## src/mas_pkg.sv

```systemverilog
`timescale 1ns / 1ps
`default_nettype none

package mas_pkg;

   typedef enum logic [3:0] {
      ST_BOOT   = 4'd0,
      ST_IDLE   = 4'd1,
      ST_OFFS   = 4'd2,
      ST_MCAL   = 4'd3,
      ST_ECAL   = 4'd4,
      ST_READY  = 4'd5,
      ST_CLOSED = 4'd6,
      ST_PWMT   = 4'd7,
      ST_ENCT   = 4'd8,
      ST_ADCT   = 4'd9,
      ST_OPENL  = 4'd10,
      ST_FAULT  = 4'd11
   } axis_state_type;

   typedef enum logic [2:0] {
      ACT_NONE    = 3'd0,
      ACT_DISABLE = 3'd1,
      ACT_OFFS    = 3'd2,
      ACT_RES     = 3'd3,
      ACT_ENC     = 3'd4,
      ACT_FULL    = 3'd5,
      ACT_PWM     = 3'd6
   } entry_action_type;

   typedef enum logic [2:0] {
      PC_HOLD    = 3'd0,
      PC_DISABLE = 3'd1,
      PC_FULL    = 3'd2,
      PC_CAL     = 3'd3,
      PC_SAFE    = 3'd4
   } power_cmd_type;

   typedef enum logic [2:0] {
      FC_NONE = 3'd0,
      FC_EXT  = 3'd1,
      FC_PWM  = 3'd2,
      FC_ENC  = 3'd3,
      FC_MOT  = 3'd4
   } fault_code_type;

   typedef enum logic {
      KIND_TICK    = 1'b0,
      KIND_REQUEST = 1'b1
   } item_kind_type;

   typedef enum logic [1:0] {
      CAL_RUNNING = 2'd0,
      CAL_DONE    = 2'd1,
      CAL_FAILED  = 2'd2
   } calib_status_type;

   typedef struct packed {
      logic       req_type;
      logic [3:0] req_state;
      logic       external_fault;
      logic       power_safe_ok;
      logic       full_enable_ok;
      logic       calib_enable_ok;
      logic [1:0] calib_status;
      logic       offset_valid;
      logic       motor_cal_valid;
      logic       encoder_cal_valid;
   } req_item_type;

   typedef struct packed {
      logic [3:0] axis_state;
      logic       fault_active;
      logic [2:0] entry_action;
      logic [2:0] power_cmd;
      logic [2:0] fault_code;
      logic       ready_for_loop;
      logic       open_loop_drive;
      logic       outer_loop_run;
   } rsp_item_type;

   // Everything the supervisor carries from one item to the next.
   typedef struct packed {
      axis_state_type state;
      logic [3:0]     pending;
      fault_code_type fault;
   } sup_state_type;

   function automatic entry_action_type entry_action_of(input axis_state_type st);
      entry_action_type act;
      unique case (st)
         ST_IDLE, ST_ENCT, ST_ADCT: act = ACT_DISABLE;
         ST_OFFS:                   act = ACT_OFFS;
         ST_MCAL:                   act = ACT_RES;
         ST_ECAL:                   act = ACT_ENC;
         ST_CLOSED:                 act = ACT_FULL;
         ST_PWMT:                   act = ACT_PWM;
         default:                   act = ACT_NONE;
      endcase
      return act;
   endfunction

   function automatic power_cmd_type entry_power_of(input axis_state_type st);
      power_cmd_type pc;
      unique case (st)
         ST_IDLE, ST_ENCT, ST_ADCT: pc = PC_DISABLE;
         ST_CLOSED:                 pc = PC_FULL;
         ST_OPENL:                  pc = PC_CAL;
         ST_FAULT:                  pc = PC_SAFE;
         default:                   pc = PC_HOLD;
      endcase
      return pc;
   endfunction

endpackage

`default_nettype wire

```

## src/mas_step.sv

```systemverilog
`timescale 1ns / 1ps
`default_nettype none

module mas_step (
   input  mas_pkg::sup_state_type cur,
   input  mas_pkg::req_item_type  item,
   output mas_pkg::sup_state_type nxt,
   output mas_pkg::rsp_item_type  rsp
);
   import mas_pkg::*;

   logic is_tick;
   logic all_cal;

   assign is_tick = (item.req_type == KIND_TICK);
   assign all_cal = item.offset_valid && item.motor_cal_valid && item.encoder_cal_valid;

   // Next state, pending request and latched fault.
   always_comb begin
      nxt = cur;
      if (!is_tick) begin
         nxt.pending = item.req_state;
      end else if ((item.external_fault || cur.fault != FC_NONE) && cur.state != ST_FAULT) begin
         nxt.state = ST_FAULT;
         if (item.external_fault && cur.fault == FC_NONE) begin
            nxt.fault = FC_EXT;
         end
      end else begin
         // Past the fault check either the axis is already in fault or the latched code is clear.
         unique case (cur.state)
            ST_BOOT: begin
               if (item.power_safe_ok) begin
                  nxt.state = ST_IDLE;
               end
            end
            ST_IDLE: begin
               if (cur.pending == ST_OFFS) begin
                  nxt.state = ST_OFFS;
               end else if (cur.pending == ST_MCAL && item.offset_valid) begin
                  nxt.state = ST_MCAL;
               end else if (cur.pending == ST_ECAL && item.motor_cal_valid) begin
                  nxt.state = ST_ECAL;
               end else if (cur.pending >= ST_PWMT && cur.pending <= ST_OPENL) begin
                  nxt.state = axis_state_type'(cur.pending);
                  if (cur.pending == ST_OPENL && !item.calib_enable_ok) begin
                     nxt.fault = FC_PWM;
                  end
               end
            end
            ST_OFFS, ST_MCAL, ST_ECAL: begin
               if (item.calib_status == CAL_DONE) begin
                  nxt.state = all_cal ? ST_READY : ST_IDLE;
               end else if (item.calib_status == CAL_FAILED) begin
                  nxt.fault = (cur.state == ST_ECAL) ? FC_ENC : FC_MOT;
               end
            end
            ST_READY: begin
               if (cur.pending == ST_CLOSED && all_cal) begin
                  nxt.state = ST_CLOSED;
                  if (!item.full_enable_ok) begin
                     nxt.fault = FC_PWM;
                  end
               end
            end
            ST_PWMT, ST_ENCT, ST_ADCT: begin
               if (cur.pending == ST_IDLE) begin
                  nxt.state = ST_IDLE;
               end
            end
            ST_OPENL: begin
               if (cur.pending == ST_IDLE) begin
                  nxt.state = ST_IDLE;
               end else if (!item.calib_enable_ok) begin
                  nxt.fault = FC_PWM;
               end
            end
            default: begin
            end
         endcase
      end
   end

   // Result fields. A state change reports the entry action of the new state,
   // which also covers the move into fault.
   always_comb begin
      rsp                = '0;
      rsp.axis_state     = nxt.state;
      rsp.fault_active   = (nxt.state == ST_FAULT);
      rsp.fault_code     = nxt.fault;
      rsp.entry_action   = ACT_NONE;
      rsp.power_cmd      = PC_HOLD;
      if (is_tick) begin
         if (nxt.state != cur.state) begin
            rsp.entry_action = entry_action_of(nxt.state);
            rsp.power_cmd    = entry_power_of(nxt.state);
         end else if (cur.state == ST_OPENL) begin
            rsp.power_cmd       = PC_CAL;
            rsp.open_loop_drive = item.calib_enable_ok;
         end else if (cur.state == ST_CLOSED) begin
            rsp.outer_loop_run = 1'b1;
         end else if (cur.state == ST_FAULT) begin
            rsp.power_cmd = PC_DISABLE;
         end
         rsp.ready_for_loop = (nxt.state == ST_READY) && all_cal && !item.external_fault
                              && (nxt.fault == FC_NONE);
      end
   end

endmodule

`default_nettype wire

```

## src/motor_axis_supervisor_fsm.sv

```systemverilog
`timescale 1ns / 1ps
`default_nettype none

// Channel  Direction  Ports                             Carries
// req      in         req_valid, req_ready, req_item    state request or 1 kHz tick
// rsp      out        rsp_valid, rsp_ready, rsp_item    state, action, power command
//
// Each result passes through the input register and then the result register, and a
// stalled result register holds it back. Without a stall, one item is taken every
// cycle.
// The supervisor state advances when an item moves into the result register.
// Reset puts the axis in boot with no pending request and no latched fault.
// A stalled result holds its register; the input register takes one more item
// only while it is empty, and req_ready then stays low until the result is taken.

module motor_axis_supervisor_fsm (
   input  wire                   clock,
   input  wire                   reset,
   input  wire                   req_valid,
   output logic                  req_ready,
   input  mas_pkg::req_item_type req_item,
   output logic                  rsp_valid,
   input  wire                   rsp_ready,
   output mas_pkg::rsp_item_type rsp_item
);
   import mas_pkg::*;

   logic          s1_valid_ff;
   req_item_type  s1_item_ff;
   logic          rsp_valid_ff;
   rsp_item_type  rsp_item_ff;
   sup_state_type sup_ff;
   sup_state_type sup_in;
   rsp_item_type  rsp_item_in;
   logic          advance;

   assign advance   = !rsp_valid_ff || rsp_ready;
   assign req_ready = !s1_valid_ff || advance;
   assign rsp_valid = rsp_valid_ff;
   assign rsp_item  = rsp_item_ff;

   mas_step u_step (
      .cur  (sup_ff),
      .item (s1_item_ff),
      .nxt  (sup_in),
      .rsp  (rsp_item_in)
   );

   always_ff @(posedge clock) begin
      if (reset) begin
         s1_valid_ff  <= 1'b0;
         rsp_valid_ff <= 1'b0;
         sup_ff.state   <= ST_BOOT;
         sup_ff.pending <= ST_BOOT;
         sup_ff.fault   <= FC_NONE;
      end else begin
         if (req_ready) begin
            s1_valid_ff <= req_valid;
         end
         if (advance) begin
            rsp_valid_ff <= s1_valid_ff;
            if (s1_valid_ff) begin
               sup_ff <= sup_in;
            end
         end
      end
   end

   always_ff @(posedge clock) begin
      if (req_ready && req_valid) begin
         s1_item_ff <= req_item;
      end
      if (advance && s1_valid_ff) begin
         rsp_item_ff <= rsp_item_in;
      end
   end

   // The fault state is absorbing.
   a_fault_absorbing: assert property (@(posedge clock) disable iff (reset)
      sup_ff.state == ST_FAULT |=> sup_ff.state == ST_FAULT)
      else $error("axis left the fault state");

   // Only the first fault cause is kept.
   a_fault_kept: assert property (@(posedge clock) disable iff (reset)
      sup_ff.fault != FC_NONE |=> $stable(sup_ff.fault))
      else $error("latched fault code changed");

   // The supervisor state moves only when an item is processed.
   a_state_hold: assert property (@(posedge clock) disable iff (reset)
      !(advance && s1_valid_ff) |=> $stable(sup_ff))
      else $error("supervisor state changed without an item");

   // Ready for the loop only in the ready state with no fault.
   a_ready_loop: assert property (@(posedge clock) disable iff (reset)
      rsp_valid_ff && rsp_item_ff.ready_for_loop |->
         rsp_item_ff.axis_state == ST_READY && rsp_item_ff.fault_code == FC_NONE)
      else $error("ready_for_loop outside a clean ready state");

endmodule

`default_nettype wire

```

## config.mk

```make
export PLATFORM = sky130hd
export DESIGN_NAME = motor_axis_supervisor_fsm
export DESIGN_NICKNAME = d
export VERILOG_FILES = /design/src/mas_pkg.sv /design/src/mas_step.sv /design/src/motor_axis_supervisor_fsm.sv
export SDC_FILE = /design/constraint.sdc
export NUM_CORES = 1
export LEC_CHECK = 0
export ABC_AREA = 1
export ABC_CLOCK_PERIOD_IN_PS = 2900
export BUFFER_PORTS_ARGS = -buffer_cell sky130_fd_sc_hd__buf_2
export CAP_MARGIN = 20
export CELL_PAD_IN_SITES_DETAIL_PLACEMENT = 1
export CELL_PAD_IN_SITES_GLOBAL_PLACEMENT = 2
export CORE_ASPECT_RATIO = 0.9
export CORE_MARGIN = 1
export CORE_UTILIZATION = 33
export DETAILED_ROUTE_END_ITERATION = 10
export PLACE_DENSITY = 0.86
export SLEW_MARGIN = 20
export SYNTH_ARGS = -nofsm -noshare
export SYNTH_HDL_FRONTEND = slang
export SYNTH_SLANG_ARGS = --single-unit
```

## constraint.sdc

```tcl
create_clock -name clock -period 2.9 [get_ports clock]
set_input_delay 0.29 -clock clock [delete_from_list [all_inputs] [get_ports clock]]
set_output_delay 0.29 -clock clock [all_outputs]
set_load 0.005 [all_outputs]
```

==> results of run 1 <==
cells by family after synthesis:
family          synth area share (%)
buf+inv                        7.864
flops                          50.58
compound gates                 11.69
simple gates                   29.86
cell usage after synthesis, types with 2 or more instances:
library cell | instances | share of area [%]
dfxtp_1 | 13 | 11
nor3_1 | 3 | 0.64
nor3_2 | 2 | 0.85
a211oi_1 | 3 | 0.96
nor2_4 | 3 | 1.4
nand3_2 | 2 | 0.85
edfxtp_1 | 31 | 40
inv_2 | 4 | 0.64
inv_1 | 41 | 6.5
nor2_2 | 3 | 0.80
o21ai_1 | 2 | 0.43
nand2_2 | 8 | 2.1
o21ai_2 | 4 | 1.5
a21oi_1 | 18 | 3.8
nand4_1 | 3 | 0.80
nor2_1 | 36 | 5.7
nand2_1 | 63 | 10
nand3_1 | 24 | 5.1
o21ai_0 | 17 | 3.6
worst reg2reg max path: stages (launching register included):
cell and delay (ns):
dfxtp_1 0.69, nand2_2 0.22, o21ai_2 0.31, nand2_2 0.12, a21oi_1 0.17, nand3_2 0.14, nand2_4 0.12, nand2_2 0.06
nand2_2 0.08, nand3_4 0.14, nand2_1 0.10, o21ai_1 0.07
state kept, by name (all words and copies together) (netlist names):
name and cells:
rsp_item 17, s1_item_ff 14, sup_ff 11, rsp_valid 1, s1_valid_ff 1
final cells by class:
class | instances | area share [%]
clock buffer | 5 | 2.493
tap | 90 | 4.080
multi-input combinational | 198 | 35.54
clock inverter | 3 | 1.541
inverter | 45 | 6.120
timing repair buffer | 38 | 7.072
sequential | 44 | 43.15
routing by layer:
metal,vias to the layer above,share of wire (%)
met1,992,47
met5,-,0
met2,54,47
met4,0,1.4
met3,8,4.4
li1,1041,-
power breakdown:
| group | switching [mW] | total (mW) | internal, mW |
|---|---|---|---|
| clock | 0.220 | 0.475 | 0.255 |
| combinational | 0.167 | 0.249 | 0.0823 |
| sequential | 0.0284 | 0.743 | 0.714 |
how the worst max path moves through the flow:
stage | depth (start not counted) | from | end | slack, ns
after global routing | 11 | sup_ff[8]$_SDFFE_PP0P_ | rsp_item[7]$_SDFFCE_PP0P_ | 0.25
after detailed placement | 11 | sup_ff[8]$_SDFFE_PP0P_ | rsp_item[7]$_SDFFCE_PP0P_ | 0.50
after CTS | 11 | sup_ff[8]$_SDFFE_PP0P_ | rsp_item[7]$_SDFFCE_PP0P_ | 0.47
final | 11 | sup_ff[8]$_SDFFE_PP0P_ | rsp_item[7]$_SDFFCE_PP0P_ | 0.44
after global placement | 8 | sup_ff[8]$_SDFFE_PP0P_ | rsp_item[2]$_SDFFCE_PP0P_ | 0.52
after floorplan | 8 | rsp_valid$_SDFFE_PP0P_ | sup_ff[4]$_SDFFE_PP0P_ | 0.69
==> summary by stage, run 1 <==
STA
The setup violation total in the final timing report is 0. The number of max-slew violations in the final report is 0. The sum of negative setup slack is 0 ns. In the finished design, the share of the clock period the worst path needs comes to 84.89%.

In the post-route analysis, the smallest setup slack over all paths is 0.4381 ns. The count of endpoints failing hold in the final timing report is 0. The clock arrives with 0.007731 ns of skew.

The worst-margin pin slew is 0.5694 ns. Headroom to the max-slew limit came out at 61.99%. Setup repair after global routing left no endpoint under its margin. The worst hold margin is 0.1584 ns. The post-route minimum period is 2.462 ns. Based on the critical path, the design can be clocked at up to 406.2 MHz.

Min path
The origin of the worst min-delay path is req_item[3]. The worst hold-check path type is primary input to flip-flop. The sink of the worst hold path is s1_item_ff[3]$_DFFE_PP_. Counting instances, the worst hold path has a depth of 1.

Worst setup path
In this design, the critical path's most frequently occurring cell is nand2_2. The worst register-to-register path begins at sup_ff[8]$_SDFFE_PP0P_. STA classifies the critical path startpoint as a flip-flop. The biggest cell delay along the critical path is 0.69 ns. The worst setup path is captured at a flip-flop. At the worst endpoint, the required time is 2.95 ns. The slowest cell on the critical path is dfxtp_1. The worst path buffer plus inverter count is 0. The family of cells with the greatest summed delay on the critical path is simple AND/OR/NAND/NOR gates. The endpoint of the worst-slack reg-to-reg timing path is rsp_item[7]$_SDFFCE_PP0P_.

Setup slack on the worst reg-to-reg path comes out at 0.44 ns. The critical path goes through nand2_2 > o21ai_2 > nand2_2 > a21oi_1 > nand3_2 > nand2_4 > nand2_2 > nand2_2 > nand3_4 > nand2_1 > o21ai_1. STA puts the critical path data arrival time at 2.51 ns. The setup path with the least slack is of type flip-flop to flip-flop. The worst reg-to-reg path cell count is 11. Along the worst path, the maximum fanout reaches 13.

Finish
After routing the design area is 2760 µm². The antenna diode count is 0. The net count of the finished layout is 350. Once layout is complete, the utilization of the core stands at 41.03%. The library cells used most frequently in the layout, excluding fill and tap cells, are 63 x nand2_1, 41 x inv_1, 36 x buf_2. Registers take 1191 µm². The finished layout holds 423 standard cells, fillers aside.

The most common cell after layout, fill and taps aside is nand2_1. The post-route netlist has 22.52% of its cells at a drive strength greater than 1. The area growth from synthesis to layout is 17.22%.

The number of fillers in the final layout is 838. The multi-input gate area in the final layout is 980.9 µm².

Flow run
The number of max-cap violations is 0.

Placed design
The port buffer count is 36. The post-placement cell count is 415. Summing all placed instances gives a cell area of 2649 µm². Routability-driven placement finished with a final weighted congestion of 0.8575. The worst setup slack before clock tree synthesis is 0.5020 ns. Once detailed placement completed, the half-perimeter wirelength came to 4879 µm.

Floorplan
The horizontal extent of the die is 91.04 µm. The die is 82.14 µm tall. The initialized floorplan defines 28 standard-cell rows.

The full die area is 7478 µm². The top-level port count is 37. Once the floorplan was initialized, standard cells occupied 35.01% of the core. The total core area is 6726 µm².

Logic synthesis
The number of synthesized flops with an enable pin is 31. In this run, distinct cell masters in the synthesized netlist total 29. After synthesis the netlist holds a flip-flop and latch count of 44. The post-synthesis cell count is 290.

The per-instance average area after synthesis is 8.120 µm². The most frequently used flop master after synthesis is edfxtp_1. After synthesis, the share of flip-flops with an asynchronous set or reset is 0%. The mapped netlist covers 2355 µm². The part of the Yosys area used for sequential elements is 50.58%.

The net count after synthesis is 308. The count of yosys warnings during synthesis is 0.

Clock tree
The number of H-tree levels is 2. The buffer levels on the longest clock path is 2. The source-to-sink clock delay at the later pin of the worst-skew pair is 0.30 ns. The TritonCTS sink count is 44. The cell sitting at the root of the clock tree is a clkbuf_8. The number of clock buffers added by TritonCTS is 5.

The register clock-pin slew on the reported worst setup and hold paths is 0.09 ns. The number of gates resized after CTS was 0. The count of hold-fix buffers inserted at cts is 0. TritonCTS built the clock tree. The post-CTS repair timing setup buffer count is 0.

Route
The final layout contains routed wiring with a total length of 6240 µm. Using the TritonRoute via totals, the vias-per-cell ratio works out to 4.953. In this run, the number of DRC markers left after iteration 0 of detailed routing was 126.

The per-cell routed wire length is 14.75 µm. The total iterations of the first detailed-routing run is 4. The number of nets still failing antenna checks after routing is 0. For this run, design rule violations remaining after detail routing come to 0. The detailed-route via count is 2095.

GRT
The via count of the first global-routing pass is 2111. The overall routing resource usage is 18.07%. The total congestion overflow is 0. The first global-routing pass estimated 10450 µm of wire.

In the global route stage, met1 resource usage came out at 22.71%. The layer with the highest usage after global routing is met2. The largest net degree at the start of global routing is 25. The number of antenna violations at the first check in global routing is 0. In the global route stage, met3 resource usage came out at 4.762%. The met2 routing resource usage after global routing is 31.44%.

Pwr
In this run the static leakage power is 1.251 nW. Across the VDD grid, the largest voltage drop is 276.1 µV. The power consumption is 1.468 mW. The total power per unit cell area is 531.7 nW/µm².

Run status
The flow ran to the end, and the final reports show no timing, DRC or antenna violations.
Note: power is estimated with default switching activity, not from simulation.
==> run 2, diff against run 1 <==
Settings changed: ABC_AREA 1 to 0, ABC_CLOCK_PERIOD_IN_PS 2900 to 2200, PLACE_DENSITY 0.86 to 0.82.
Clock period 2.9 ns to 2.2 ns, I/O delays scaled along.
==> run 2 against run 1 <==
  * The run now ends with negative setup slack left
  * Die area grew 5.4%
  * Utilization rose by 8.4 points
  * First-iteration DRC count is 39% lower
  * Final area rose by 29%
  * Area after synthesis is 5.5% higher
  * Critical endpoint is now rsp_item[6]$_SDFFCE_PP0P_
  * Flip-flop and latch count is the same
  * Fmax is 5.5% lower
  * Largest power group unchanged
  * Highest routed layer unchanged
  * Critical path depth is 3 lower
  * Sequential power up 31%
  * Via count is 4.3% higher
  * Largest cell class is now multi-input combinational cells
==> summary by stage, run 2 <==
Finish
The area growth from synthesis to layout is 42.80%. The total non-filler cell area in the finished layout was 3548 µm² (+29%). The utilization of the core after routing is 49.39% (+8.4 points).

Leaving out fill and tap cells, the most frequent cell in the layout is buf_4. In the layout the commonest cells are 66 x buf_4, 36 x buf_2, 31 x edfxtp_1. The fraction of layout cells with a size suffix above 1 was 52.27% (+30 points). The net count of the finished layout is 348 (-0.57%).

The flip-flop count of the largest register, all copies and words added came to 17 (unchanged). The antenna diode count is 0 (unchanged).

Route
The total iterations of the first detailed-routing run is 4 (unchanged). The initial DRC count is 77 (-39%). The per-cell routed wire length came to 16.56 µm (+12%). The number of nets still failing antenna checks after routing is 0 (unchanged). The number of vias per cell is 5.153 (+4.0%). The detailed-route via count is 2185 (+4.3%).

The total wirelength of the detailed-routed design is 7021 µm (+13%). The post-detailed-route DRC marker count is 0 (unchanged).

Floorplan
The row count came to 29 (+3.6%). The starting utilization of the core area was 34.59% (-0.42 points). The full die area is 7881 µm² (+5.4%). The top-level port count is 37 (unchanged). The height of the die is 84.32 µm (+2.7%). The total core area came to 7184 µm² (+6.8%). The horizontal extent of the die is 93.47 µm (+2.7%).

GRT
The total congestion overflow is 0 (unchanged). The via count of the first global-routing pass is 2289 (+8.4%). The overall routing resource usage is 18.85% (+0.78 points). The largest net degree at the start of global routing is 16 (-36%).

The number of antenna violations at the first check in global routing is 0 (unchanged). The global-route wire length before repair is 11300 µm (+8.2%).

STA
The post-route minimum period is 2.606 ns (+0.1441 ns). The setup violation total in the final timing report is 12 (+12). The normalized max-slew margin was 59.86% (-2.1 points). The sum of negative setup slack came to -3.261 ns (-3.261 ns). The number of max-slew violations in the final report is 0 (unchanged). The part of the cycle the worst path needs is 118.5% (+34 points).

The highest achievable clock rate was 383.7 MHz (-5.5%). The count of endpoints failing hold in the final timing report is 0 (unchanged). The clock skew came to 0.006911 ns (-0.0008199 ns). Setup repair after global routing could not meet its margin everywhere. The least setup slack across all paths after layout is -0.4059 ns (-0.8441 ns). The worst-margin pin slew came to 0.6022 ns (+0.03281 ns).

Worst setup path
The data arrival time at the worst-slack endpoint came to 2.66 ns (+0.15 ns). The slowest stage of the critical path belongs to the cell or4_4. The type of the worst setup path is flip-flop to flip-flop. The worst path buffer plus inverter count is 1 (+1). The worst setup path is launched from a flip-flop. The biggest cell delay along the critical path is 0.54 ns (-0.15 ns). Walking the worst path, the cells encountered are nor4b_4 > a211oi_2 > buf_4 > o211ai_1 > or4_4 > a21bo_4 > mux2_4 > a32o_1. The largest fanout of any net on the critical path is 4 (-9). The family of cells with the greatest summed delay on the critical path is compound AO/OA/AOI/OAI gates. The worst setup path is captured at a flip-flop. The required time of the critical path is 2.25 ns (-0.70 ns).

Clock tree
The source-to-sink clock delay at the later pin of the worst-skew pair is 0.30 ns (about the same). The TritonCTS sink count is 44 (unchanged). TritonCTS built the clock tree. The buffer levels on the longest clock path came to 2 (unchanged). The total clock buffers created by CTS is 5 (unchanged). The register clock-pin slew on the reported worst setup and hold paths came to 0.09 ns (about the same). The number of H-tree levels came to 2 (unchanged).

The count of hold-fix buffers inserted at cts is 0 (unchanged). The tree is rooted in a clkbuf_8.

Logic synthesis
The area of the mapped netlist is 2485 µm² (+5.5%). In the synthesized netlist, the cells that appear most often are 31 x edfxtp_1, 20 x nor2_1, 15 x nand2_1. By area the synthesized netlist is led by edfxtp_1 37%, dfxtp_1 10%, nor2_1 3.0%, nand2_1 2.3%, a21oi_1 2.0%. The count of yosys warnings during synthesis was 0 (unchanged).

The post-synthesis cell count came to 227 (-22%). The per-instance average area after synthesis came to 10.95 µm² (+35%). The area share of the leading cell type in the synthesized netlist is 37.46% (-2.1 points). The number of storage elements in the synthesis netlist was 44 (unchanged). The number of synthesized flops with an enable pin is 31 (unchanged).

The part of the Yosys area used for sequential elements is 47.94% (-2.6 points). The most frequently used flop master after synthesis is edfxtp_1. The biggest area contributor in the post-synthesis netlist is edfxtp_1. The most frequently used cell type in the post-synthesis netlist is edfxtp_1. The share of synthesized flip-flops with an asynchronous set or reset is 0% (unchanged).

The distinct cell type count after synthesis is 76 (+160%). The net count after synthesis came to 245 (-20%).

Pwr
The total power per unit cell area is 594.8 nW/µm² (+12%). The static leakage was 1.403 nW (+12%). The peak ir drop on the vdd network is 408.6 µV (+48%).

Placed design
The post-detailed-placement half-perimeter wirelength is 5236 µm (+7.3%). The post-place instance area is 3098 µm² (+17%). The port buffer count came to 36 (unchanged).

The placer's final routability congestion estimate was 0.9123 (+6.4%).

Flow run
The number of max-cap violations came to 0 (unchanged).

Run status
The checks that failed: negative setup slack. The run finished, with violations left.

Min path
The worst hold-check path type is primary input to flip-flop.
## run 2: power breakdown
group          leakage, nW  total (mW)  switching (mW)  internal [mW]
combinational        0.934       0.499           0.240          0.259
clock               0.0548       0.641           0.299          0.342
sequential           0.414       0.971          0.0373          0.934
total                 1.40        2.11           0.576           1.54
## run 2: final timing paths
kind	from	endpoint	slack, ns	cells past startpoint
worst max-delay path	s1_item_ff[3]$_DFFE_PP_	rsp_item[6]$_SDFFCE_PP0P_	-0.41	8
worst min-delay path	req_item[10]	s1_item_ff[10]$_DFFE_PP_	0.09	1
worst max register to register	s1_item_ff[3]$_DFFE_PP_	rsp_item[6]$_SDFFCE_PP0P_	-0.41	8
worst min register to register	sup_ff[6]$_SDFFE_PP0P_	sup_ff[6]$_SDFFE_PP0P_	0.51	2
## run 2: area by class of cell
class                   count  area [µm²]
repair buffers            110       769.5
inverters                  11       46.29
clock buffers               5       68.82
fillers                   807        3636
flip-flops and latches     44        1216
well taps                  93       116.4
multi-input cells         158        1285
clock inverters             3       46.29
## run 2: per-stage QoR
step | power [mW] | instances | setup WS [ns] | hold slack (ns)
after floorplan | 1.221 | 227 | -0.4601 | 0.2853
after global placement | 1.375 | 398 | -0.3812 | 0.3962
after detailed placement | 1.386 | 398 | -0.4300 | 0.3984
after CTS | 2.078 | 417 | -0.3828 | 0.07428
after global routing | 2.206 | 424 | -0.4726 | 0.06431
final | 2.111 | 424 | -0.4059 | 0.08518
## run 2: cells by family (layout without fill, tap and decap cells)
logic type             count (synthesis)  after routing  synth area share [%]
XOR/XNOR                               1              1                0.3525
AO/OA/AOI/OAI                         60             60                 19.99
multiplexers                           3              3                 1.309
AND/OR/NAND/NOR                       94             94                 23.92
buffers and inverters                 25            129                 6.496
flip-flops                            44             44                 47.94
## run 2: layer usage
metal / global-route usage [%] / share of wire (%) / up-vias
li1: - / - / 1070
met1: 23.64 / 47 / 1063
met2: 33.02 / 49 / 44
met3: 3.351 / 2.8 / 8
met4: 5.455 / 1.5 / 0
met5: 0 / 0 / -
## run 2: worst register-to-register path: cells and delay by family, from the launching register on
kind,cells,cell delay (ns)
AO/OA/AOI/OAI,4,0.75
AND/OR/NAND/NOR,2,0.71
flip-flops,1,0.45
multiplexers,1,0.30
buffers and inverters,1,0.15
## run 2: what timing repair did
item	in CTS	in global routing
resized for setup	28	25
setup buffers	11	8
gates cloned	0	0
pin swaps	19	17
setup endpoints to repair	16	16
endpoints found under the hold margin	0	0
==> run 3, diff against run 2 <==
Settings changed: SKIP_CTS_REPAIR_TIMING set to 1.
==> run 3 against run 2 <==
  * The flow still finishes with violations (negative setup slack)
  * Fmax is 1.9% lower
  * Worst setup slack worse by 0.052 ns
  * Wire length decreased by 0.75%
==> summary by stage, run 3 (synthesis results as in run 2) <==
Finish
The net count of the finished layout was 346 (-0.57%). The total non-filler cell area in the finished layout was 3491 µm² (-1.6%). The number of fillers in the final layout is 814 (+0.87%). The area growth from synthesis to layout is 40.48%. The most common cell after layout, fill and taps aside is buf_4. The antenna diode count is 0 (unchanged). In the layout the commonest cells are 63 x buf_4, 36 x buf_2, 31 x edfxtp_1. The count of placed standard cells in the final layout, fillers left out is 422 (-0.47%). The fraction of layout cells with a size suffix above 1 is 50.46% (-1.8 points). The flip-flop count of the largest register, all copies and words added is 17 (unchanged). The utilization of the core after routing came to 48.59% (-0.80 points).

GRT
The overall routing resource usage came to 18.17% (-0.68 points). The global-route wire length before repair is 10910 µm (-3.5%). The total congestion overflow is 0 (unchanged).

The via count of the first global-routing pass is 2210 (-3.5%). The largest net degree at the start of global routing came to 16 (unchanged). The number of antenna violations at the first check in global routing is 0 (unchanged).

Floorplan
The height of the die is 84.32 µm (unchanged). The starting utilization of the core area came to 34.59% (unchanged). The horizontal extent of the die is 93.47 µm (unchanged).

The full die area is 7881 µm² (unchanged). The total core area came to 7184 µm² (unchanged). The top-level port count is 37 (unchanged). The row count was 29 (unchanged).

STA
The setup violation total in the final timing report is 16 (+4). The post-route minimum period is 2.658 ns (+0.05163 ns). The least setup slack across all paths after layout is -0.4576 ns (-0.05163 ns). The worst hold margin is 0.08280 ns (-0.002378 ns). The clock skew is 0.01106 ns (+0.004151 ns). The part of the cycle the worst path needs is 120.8% (+2.3 points). The number of max-slew violations in the final report is 0 (unchanged).

The count of endpoints failing hold in the final timing report is 0 (unchanged). The sum of negative setup slack came to -4.260 ns (-0.9994 ns). The normalized max-slew margin is 59.80% (about the same). Setup repair after global routing could not meet its margin everywhere. The highest achievable clock rate is 376.3 MHz (-1.9%). The worst-margin pin slew is 0.6030 ns (+0.0008460 ns).

Pwr
The combinational fraction of design power is 23.0% (-0.6 points). The switching portion of total power is 27.09% (-0.18 points). The cell internal power dissipation is 1.527 mW (-0.53%). The power consumption is 2.094 mW (-0.77%). The power share of the sequential group came to 46.4% (+0.4 points).

The clock share of power is 30.6% (+0.2 points). The peak ir drop on the vdd network is 418.2 µV (+2.3%). The net switching power is 0.5673 mW (-1.4%). The total power per unit cell area is 599.9 nW/µm² (+0.86%).

The static leakage is 1.383 nW (-1.5%).

Worst setup path
The setup path with the least slack is of type flip-flop to flip-flop. The worst register-to-register path ends at rsp_item[9]$_SDFFCE_PP0P_. The data arrival time at the worst-slack endpoint came to 2.81 ns (+0.15 ns). The required time of the critical path came to 2.35 ns (+0.10 ns). The largest fanout of any net on the critical path is 6 (+2). The worst reg-to-reg path cell count is 9 (+1). The register-to-register setup slack is -0.46 ns (-0.05 ns). STA classifies the critical path endpoint as a flip-flop. In this run the critical register-to-register path is launched from sup_ff[8]$_SDFFE_PP0P_. STA classifies the critical path startpoint as a flip-flop.

Clock tree
The TritonCTS sink count is 44 (unchanged). The buffer levels on the longest clock path is 2 (unchanged). The TritonCTS clock tree is done. The total clock buffers created by CTS is 5 (unchanged). The number of H-tree levels came to 2 (unchanged). The clock root buffer is clkbuf_8. The register clock-pin slew on the reported worst setup and hold paths is 0.09 ns (about the same). The source-to-sink clock delay at the later pin of the worst-skew pair is 0.30 ns (about the same).

Run status
The final reports fail on negative setup slack. The run finished, with violations left.

Flow run
The number of max-cap violations is 0 (unchanged).

Min path
The sink of the worst hold path is s1_item_ff[10]$_DFFE_PP_. The worst hold-check path type is primary input to flip-flop. The worst hold path stage count is 1 (unchanged).

The origin of the worst min-delay path is req_item[10].

Placed design
The post-place instance area is 3098 µm² (unchanged). The port buffer count is 36 (unchanged). The placer's final routability congestion estimate is 0.9123 (unchanged). The post-detailed-placement half-perimeter wirelength is 5236 µm (unchanged). The post-placement cell count is 398 (unchanged).

The worst setup slack before clock tree synthesis is -0.4300 ns (unchanged).

Route
The per-cell routed wire length was 16.51 µm (-0.28%). The detailed-route via count is 2137 (-2.2%). The total iterations of the first detailed-routing run is 4 (unchanged). The post-detailed-route DRC marker count was 0 (unchanged).

The total wirelength of the detailed-routed design came to 6968 µm (-0.75%). The initial DRC count was 88 (+14%). The number of nets still failing antenna checks after routing is 0 (unchanged). The number of vias per cell is 5.064 (-1.7%).
==> run 3: cell count changes in the layout (fill, tap and decap cells not counted), moves of 2 or more <==
cell     change
dfxtp_4      -3
dfxtp_1      +3
buf_4        -3
nor2_1       +3
nor2_2       -3
buf_6        +2
==> run 3: layout make-up <==
class / count / area (µm²) / share of cell area, %
multi-input cells: 158 / 1254 / 35.91
flip-flops and latches: 44 / 1205 / 34.52
repair buffers: 108 / 754.5 / 21.61
well taps: 93 / 116.4 / 3.333
clock buffers: 5 / 68.82 / 1.971
clock inverters: 3 / 46.29 / 1.326
inverters: 11 / 46.29 / 1.326
==> run 3: worst max-delay path by stage <==
stage	depth (start not counted)	slack, ns	from	to
detailed placement	9	-0.43	sup_ff[8]$_SDFFE_PP0P_	rsp_item[2]$_SDFFCE_PP0P_
finish	9	-0.46	sup_ff[8]$_SDFFE_PP0P_	rsp_item[9]$_SDFFCE_PP0P_
global route	9	-0.56	sup_ff[8]$_SDFFE_PP0P_	rsp_item[9]$_SDFFCE_PP0P_
floorplan	8	-0.46	sup_ff[2]$_SDFFE_PP0P_	rsp_item[6]$_SDFFCE_PP0P_
global placement	7	-0.38	sup_ff[2]$_SDFFE_PP0P_	rsp_item[6]$_SDFFCE_PP0P_
CTS	9	-0.47	sup_ff[8]$_SDFFE_PP0P_	rsp_item[2]$_SDFFCE_PP0P_
==> run 3: per-layer routing <==
layer  track usage, %  up-vias  routed length (µm)
li1                 -     1061                   -
met1            22.92     1036                3352
met2            31.82       36                3400
met3            3.442        4                 162
met4            4.615        0                  53
met5                0        -                   0
==> run 3: critical path, cell delays in order, from the launching register on <==
cell      delay, ns
dfxtp_4        0.38
buf_6          0.13
nor4b_4        0.39
buf_4          0.19
o41ai_2        0.07
or4_4          0.46
a32oi_4        0.33
nand2b_1       0.13
or2_0          0.25
a31oi_1        0.17
==> run 3: power by group through the flow <==
stage / clock (mW) / combinational (mW) / sequential, mW
5_1_grt: 0.690 / 0.520 / 0.977
4_1_cts: 0.661 / 0.401 / 0.968
2_1_floorplan: 0 / 0.247 / 0.974
3_3_place_gp: 0 / 0.391 / 0.984
6_report: 0.641 / 0.482 / 0.972
3_5_place_dp: 0 / 0.400 / 0.986
